<file path="src/design/mrsc_pkg.sv">
`default_nettype none
package mrsc_pkg;

	// CRC-16 as used on Modbus RTU: reflected polynomial, all-ones start value.
	localparam logic [15:0] CrcPoly = 16'hA001;
	localparam logic [15:0] CrcInit = 16'hFFFF;

	// Frame layout for a read of three input registers.
	localparam int RegQty      = 3;
	localparam int FrameLen    = 5 + 2 * RegQty;
	localparam int PayloadKeep = 5;
	localparam int PayloadBase = 3;

	localparam logic [3:0] IdxFunction = 4'd1;
	localparam logic [3:0] IdxCount    = 4'd2;
	localparam logic [3:0] IdxLast     = 4'(FrameLen - 1);

	localparam logic [7:0] FuncReadInput = 8'h04;
	localparam int         ExceptionBit  = 7;
	localparam logic [7:0] ByteCountOk   = 8'(2 * RegQty);

	// Result codes.
	localparam logic [2:0] ResOk        = 3'd0;
	localparam logic [2:0] ResBadCrc    = 3'd1;
	localparam logic [2:0] ResException = 3'd2;
	localparam logic [2:0] ResWrongFunc = 3'd3;
	localparam logic [2:0] ResWrongCnt  = 3'd4;

	// One decoded result, plus a strobe that marks the beat that closes a frame.
	typedef struct packed {
		logic       done;
		logic [2:0] result_code;
		logic       activated;
		logic [1:0] gripper_status;
		logic [1:0] object_status;
		logic [3:0] fault_code;
		logic [7:0] position_request;
		logic [7:0] position_now;
		logic [7:0] motor_current;
	} res_t;

	// Folds one byte into the CRC, eight shift steps unrolled.
	function automatic logic [15:0] crc_byte(input logic [15:0] crc, input logic [7:0] b);
		logic [15:0] c;
		c = crc ^ {8'h00, b};
		for (int k = 0; k < 8; k++) begin
			if (c[0]) begin
				c = (c >> 1) ^ CrcPoly;
			end else begin
				c = c >> 1;
			end
		end
		return c;
	endfunction

endpackage
`default_nettype wire

</file>
<file path="src/design/mrsc_frame_capture.sv">
`default_nettype none
module mrsc_frame_capture
	import mrsc_pkg::*;
(
	input  wire logic       clk,
	input  wire logic       arst_n,
	input  wire logic       accept,
	input  wire logic [7:0] data_byte,
	input  wire logic       frame_start,
	output logic            at_last,
	output res_t            res
);

	logic [15:0] crc_q;
	logic [3:0]  idx_q;
	logic [7:0]  func_q;
	logic [7:0]  count_q;
	logic [7:0]  payload_q [PayloadKeep];

	logic [15:0] crc_base;
	logic [15:0] crc_next;
	logic [3:0]  eff_idx;
	logic        last_beat;

	// A frame start restarts the CRC and the byte position before this byte is taken.
	assign crc_base  = frame_start ? CrcInit : crc_q;
	assign eff_idx   = frame_start ? 4'd0 : idx_q;
	assign crc_next  = crc_byte(crc_base, data_byte);
	assign last_beat = (eff_idx == IdxLast);
	assign at_last   = (idx_q == IdxLast);

	always_ff @(posedge clk or negedge arst_n) begin
		if (!arst_n) begin
			crc_q   <= CrcInit;
			idx_q   <= 4'd0;
			func_q  <= 8'h00;
			count_q <= 8'h00;
		end else if (accept) begin
			if (last_beat) begin
				crc_q <= CrcInit;
				idx_q <= 4'd0;
			end else begin
				crc_q <= crc_next;
				idx_q <= eff_idx + 4'd1;
			end
			if (eff_idx == IdxFunction) begin
				func_q <= data_byte;
			end
			if (eff_idx == IdxCount) begin
				count_q <= data_byte;
			end
		end
	end

	always_ff @(posedge clk) begin
		for (int k = 0; k < PayloadKeep; k++) begin
			if (accept && eff_idx == 4'(PayloadBase + k)) begin
				payload_q[k] <= data_byte;
			end
		end
	end

	// The received CRC is part of the stream, so a good frame leaves the register at zero.
	always_comb begin
		res = '0;
		res.done = accept && last_beat;
		if (crc_next != 16'h0000) begin
			res.result_code = ResBadCrc;
		end else if (func_q[ExceptionBit]) begin
			res.result_code = ResException;
		end else if (func_q != FuncReadInput) begin
			res.result_code = ResWrongFunc;
		end else if (count_q != ByteCountOk) begin
			res.result_code = ResWrongCnt;
		end else begin
			res.result_code      = ResOk;
			res.activated        = payload_q[0][0];
			res.gripper_status   = payload_q[0][5:4];
			res.object_status    = payload_q[0][7:6];
			res.fault_code       = payload_q[1][3:0];
			res.position_request = payload_q[2];
			res.position_now     = payload_q[3];
			res.motor_current    = payload_q[4];
		end
	end

endmodule
`default_nettype wire

</file>
<file path="config.mk">
export PLATFORM = sky130hd
export DESIGN_NAME = mrsc_frame_capture
export DESIGN_NICKNAME = d
export VERILOG_FILES = /design/src/design/mrsc_pkg.sv /design/src/design/mrsc_frame_capture.sv
export SDC_FILE = /design/constraint.sdc
export NUM_CORES = 1
export LEC_CHECK = 0
export BUFFER_PORTS_ARGS = -buffer_cell sky130_fd_sc_hd__buf_2
export CAP_MARGIN = 0
export CORE_MARGIN = 5
export CORE_UTILIZATION = 57
export DETAILED_ROUTE_END_ITERATION = 8
export GPL_TIMING_DRIVEN = 0
export PLACE_DENSITY = 0.9
export SLEW_MARGIN = 20
export SYNTH_ARGS = -nofsm -noshare
export SYNTH_HDL_FRONTEND = slang
export SYNTH_SLANG_ARGS = --single-unit
</file>
<file path="constraint.sdc">
create_clock -name clk -period 5.4 [get_ports clk]
set_input_delay 1.08 -clock clk [delete_from_list [all_inputs] [get_ports clk]]
set_output_delay 1.08 -clock clk [all_outputs]
set_load 0.005 [all_outputs]
</file>
== Yosys cells after proc, flatten, opt, wreduce, memory -nomap -nowiden ==
Memories as Yosys holds them, arrays and structs flattened.
Index checks and enable logic that the tools add are counted.

* Shifts and indexed selects: 0
* Mux-type cells: 42
* $lt $le $gt $ge: 0
* Add/sub/neg operators: 1
* Divide/modulo/power cells: 0
* Multipliers: 0
* Equal/unequal tests: 11
* Reductions and logical operators: 13
* Bitwise logic cells: 9

{| class="wikitable"
|+ Operators with widths
! kind !! number
|-
| 2-to-1 mux 16 bit || 10
|-
| 2-to-1 mux 33 bit || 4
|-
| 2-to-1 mux 8 bit || 4
|-
| OR reduction 8 bit || 4
|-
| 2-to-1 mux 3 bit || 8
|-
| NOT 2 -> 3 bit || 8
|-
| == test 4 x 3 -> 1 bit, second input constant || 4
|-
| != test 8 x 3 -> 1 bit, second input constant || 2
|-
| nonzero test 16 bit || 1
|-
| bitwise XOR 16 x 8 -> 16 bit || 1
|-
| 2-to-1 mux 1 bit || 14
|-
| == test 4 x 2 -> 1 bit, second input constant || 2
|-
| == test 4 bit, second input constant || 2
|-
| 2-to-1 mux 4 bit || 2
|-
| logical AND 1 bit || 6
|-
| adder 4 x 1 -> 4 bit, second input constant || 1
|-
| == test 4 x 1 -> 1 bit, second input constant || 1
|-
| AND reduction 2 bit || 2
|}

* Bits in registers: 36
* Bits of input ports: 12
* Bits in read-only memories: 0
* Word-level logic and storage cells: 81
* Memory bits (writable): 40
* Memories kept: 1
* Latch bits: 0

{| class="wikitable"
|+ Memory list
! memory !! depth !! width !! rd ports !! clocked after memory_dff !! wr ports !! RTL line !! source
|-
| payload_q || 5 || 8 || 5 || 0 || 1 || mrsc_frame_capture.sv:18 || <nowiki>logic [7:0] payload_q [PayloadKeep];</nowiki>
|}

== Longest topological paths before layout ==
* Word-level depth: 20
* Mapped depth: 11
* Mapped depth without buffers: 9

== Least setup slack after synthesis ==
No wires, ideal clock.

* Path type: input port to output port
* From: input data_byte[3]
* To: output res[34] in the netlist's numbering
* Arrival time: 3.796 ns
* Path slack: 0.524 ns
* Cell stages on the path: 9
* Data required time: 4.320 ns
* Cells stage by stage: xnor2_1 -> or3b_2 -> nand2_1 -> xnor3_1 -> ha_1 -> xor2_1 -> o2111a_1 -> or3b_2 -> nor4b_1

{| class="wikitable"
|+ RTL lines
! element !! RTL line !! source
|-
| start: declaration || mrsc_frame_capture.sv:8 || <nowiki>input wire logic [7:0] data_byte,</nowiki>
|-
| end: declaration || mrsc_frame_capture.sv:11 || <nowiki>output res_t res</nowiki>
|}

==> impl_metrics.yaml <==
global_route:
  antenna_found_initial: 0
  grt_max_degree: 37
  grt_remaining_overflow: 0
  grt_pass1_wl_mm: 12.8
  grt_pass1_vias: 2495
  grtUsageTotal_pct: 23.0
timing:
  worst_pin_slew_ps: 873
  hold_viol: 0
  maxSlewViolCount: 0
  rsz0062_at_grt: "false"
  skew_ps: 7.53
  relSlewSlack_pct: 41.4
  timing.fmax_mhz: 191
  setup_violations: 0
  final.period_utilization_pct: 97.1
  final.min_clock_period_ps: 5240
finish:
  final_area_um2: 4010
  layout.nets: 334
  multi_input_area_um2: 1370
  drive_gt1_share_pct: 36.2
  diodes: 0
  ff_latch_area_um2: 1910
  nFillCells: 392
  syn2layout_area_growth_pct: 18.7
clock_tree:
  cts_tree: "done"
  htreeDepth: 3
  clk_pin_slew_ps: 70
  clockRootBuffer: "clkbuf_8"
  clockBufferDepth: 2
  cts_sinks: 69
  insertion_delay_ps: 350
  cts_buffers: 9
setup_path:
  cp.required_ps: 4320
  r2r_slack_ps: 2810
  r2r-end: "crc_q[0]$_DFFE_PN1P_"
  start_kind: "primary input"
  r2r_cells: 8
  critPathKind: "in -> out"
  cp.arrival_ps: 4160
  cp-end-kind: "output pin"
  critPathMaxFanout: 10
  reg2reg_from: "crc_q[2]$_DFFE_PN1P_"
route:
  wl_mm: 8.13
  drc: 0
  ant_nets: 0
  wl_per_cell_um: 20.3
  dr.pass1.iters: 4
  wl_met2_mm: 4.02
  wl_met3_um: 633
  routed_via_density: 6.13
  vias: 2460
  wl_met1_mm: 3.19
  drt_iter0_markers: 220
  maxUsedRoutingLayer: "met4"
place:
  portBuffers: 47
  hpwl_mm: 5.58
  placed_cell_area_um2: 3700
  place_congestion: 0.903
logic_synthesis:
  yosysWarningCount: 0
  syn_area_um2: 3370
  syn_area_per_cell_um2: 12.9
  synth_ff_type: "edfxtp_1"
  synth-edff-count: 33
  yosysSeqAreaShare_pct: 56.7
  ys_ff_latch: 69
  async_reset_ff_share_pct: 52.2
  post_synth_num_cell_types: 41
  synthCells: 261
  synth_fp_nets: 274
pwr:
  ir_drop_v: 0.000292
  leakage_nw: 1.62
  p_total_mw: 1.75
  switching_share_pct: 31.0
  power_frac_seq_pct: 43.8
  pwr-share-clk_pct: 29.2
  comb_power_share_pct: 27.0
  power.internal_mw: 1.21
  power-per-cell-area_nw_per_um2: 437
  p_switching_uw: 543
floorplanning:
  die_h_um: 86.9
  core_area_um2: 5850
  die_area_um2: 7560
  io_pins: 50
  rows: 28
  start_util_pct: 57.7
  die_w_um: 86.9
worst_hold_path:
  hold_class: "reg -> reg"
  min_delay_path_depth: 1
  hold_path.startpoint: "func_q[2]$_DFFE_PN0P_"
  whs_endpoint: "func_q[2]$_DFFE_PN0P_"
job:
  drv_cap: 0
status:
  status: "completed"
## cells in the mapped netlist (all sizes together) (2+ instances only)
| cell | n | area share (%) |
|---|---|---|
| o22ai | 4 | 0.74 |
| nand3 | 5 | 0.74 |
| edfxtp | 33 | 29 |
| nor4b | 2 | 0.52 |
| o22a | 13 | 3.4 |
| dfstp | 16 | 12 |
| xor2 | 3 | 0.78 |
| buf | 3 | 1.0 |
| or3b | 2 | 0.52 |
| xnor3 | 2 | 1.3 |
| mux2 | 16 | 5.3 |
| clkbuf | 14 | 2.2 |
| o21ai | 5 | 0.74 |
| nor4 | 2 | 1.0 |
| inv | 7 | 0.78 |
| or4 | 2 | 0.44 |
| dfrtp | 20 | 15 |
| o21a | 6 | 1.3 |
| nor3 | 9 | 1.3 |
| xnor2 | 19 | 4.9 |
| a21oi | 6 | 0.89 |
| nand2 | 5 | 0.56 |
| nor2 | 20 | 2.2 |
| and4 | 34 | 8.9 |
## power groups by stage
| stage | Sequential [mW] | Clock [mW] | Combinational, mW |
|---|---|---|---|
| after floorplan | 0.746 | 0 | 0.334 |
| after global placement | 0.759 | 0 | 0.405 |
| after detailed placement | 0.770 | 0 | 0.435 |
| after CTS | 0.762 | 0.518 | 0.444 |
| after global routing | 0.776 | 0.543 | 0.516 |
| final | 0.766 | 0.511 | 0.472 |
## stage by stage
step | hold slack, ps | utilization, % | TNS [ps] | cells | worst slack, ps
after floorplan | 470 | - | 0 | 261 | 524
after global placement | 479 | 63.3 | -316 | 383 | -178
after detailed placement | 485 | 63.3 | -423 | 383 | -258
after CTS | 503 | 67.9 | 0 | 400 | 22.5
after global routing | 511 | 68.5 | 0 | 401 | 17.9
final | 501 | 68.5 | 0 | 401 | 159
## placed cells by master (no fill, tap or decap), types with 2 or more instances in the layout
master       n
edfxtp_1    33
nor2_1      20
nor3_2       2
o21ai_0      4
buf_6        3
o21a_1       6
nand3_1      5
a21oi_1      6
o22ai_1      4
xnor2_1     18
bufinv_16    3
and4_1      31
nor3_1       7
buf_2       45
nand2_1      4
xor2_1       3
xnor3_1      2
o22a_1      13
clkbuf_1    12
mux2_2      16
inv_1        7
dfstp_2     16
buf_4        3
dfrtp_1     20
clkinvlp_4   2
and4_2       3
clkbuf_8    11
or4_1        2
## sequential cells by signal (all words and copies together), names as in the netlist
signal	flops
payload_q	33
crc_q	16
count_q	8
func_q	8
idx_q	4
## kinds of logic after synthesis
family	share of synthesized area, %
muxes	5.34
adders and majority gates	0.371
and+or+nand+nor	18.3
buffers and inverters	3.93
xor gates and xnor gates	7.04
AOI/OAI and AO/OA	8.38
DFF	56.7
## worst max-delay path: stages
cell      delay [ps]
clkbuf_4         180
xnor2_2          180
or3b_2           490
nand2_2          140
xnor3_1          430
ha_1             330
xor2_1           210
o2111a_2         260
buf_4            150
clkbuf_1         300
and4_1           280
buf_2            120
## metal layers
layer,vias up,global-route usage [%]
li1,1122,-
met1,1185,27.4
met2,123,38.1
met3,30,5.30
met4,0,13.5
met5,-,0
## final cells by class
class | instances | area share [%]
flip-flops and latches | 69 | 47.7
multi-input cells | 168 | 34.1
repair buffers | 49 | 6.37
clock buffers | 9 | 3.09
clock inverters | 7 | 3.06
plain buffers | 17 | 2.65
well taps | 75 | 2.34
inverters | 7 | 0.656
## how the worst max path moves through the flow
stage	startpoint	to	slack (ps)
after floorplan	data_byte[3]	res[34]	520
after global placement	data_byte[2]	res[34]	-180
after detailed placement	data_byte[2]	res[34]	-260
after CTS	data_byte[3]	res[34]	20
after global routing	data_byte[3]	res[0]	20
final	data_byte[3]	res[0]	160
## timing repair
item	4_1_cts	5_1_grt
endpoints found under the setup margin	3	4
pin swaps	1	2
hold buffers	0	0
gates cloned	0	0
gates resized for setup	4	4
setup buffers	1	1
Note: power is estimated with default switching activity, not from simulation.
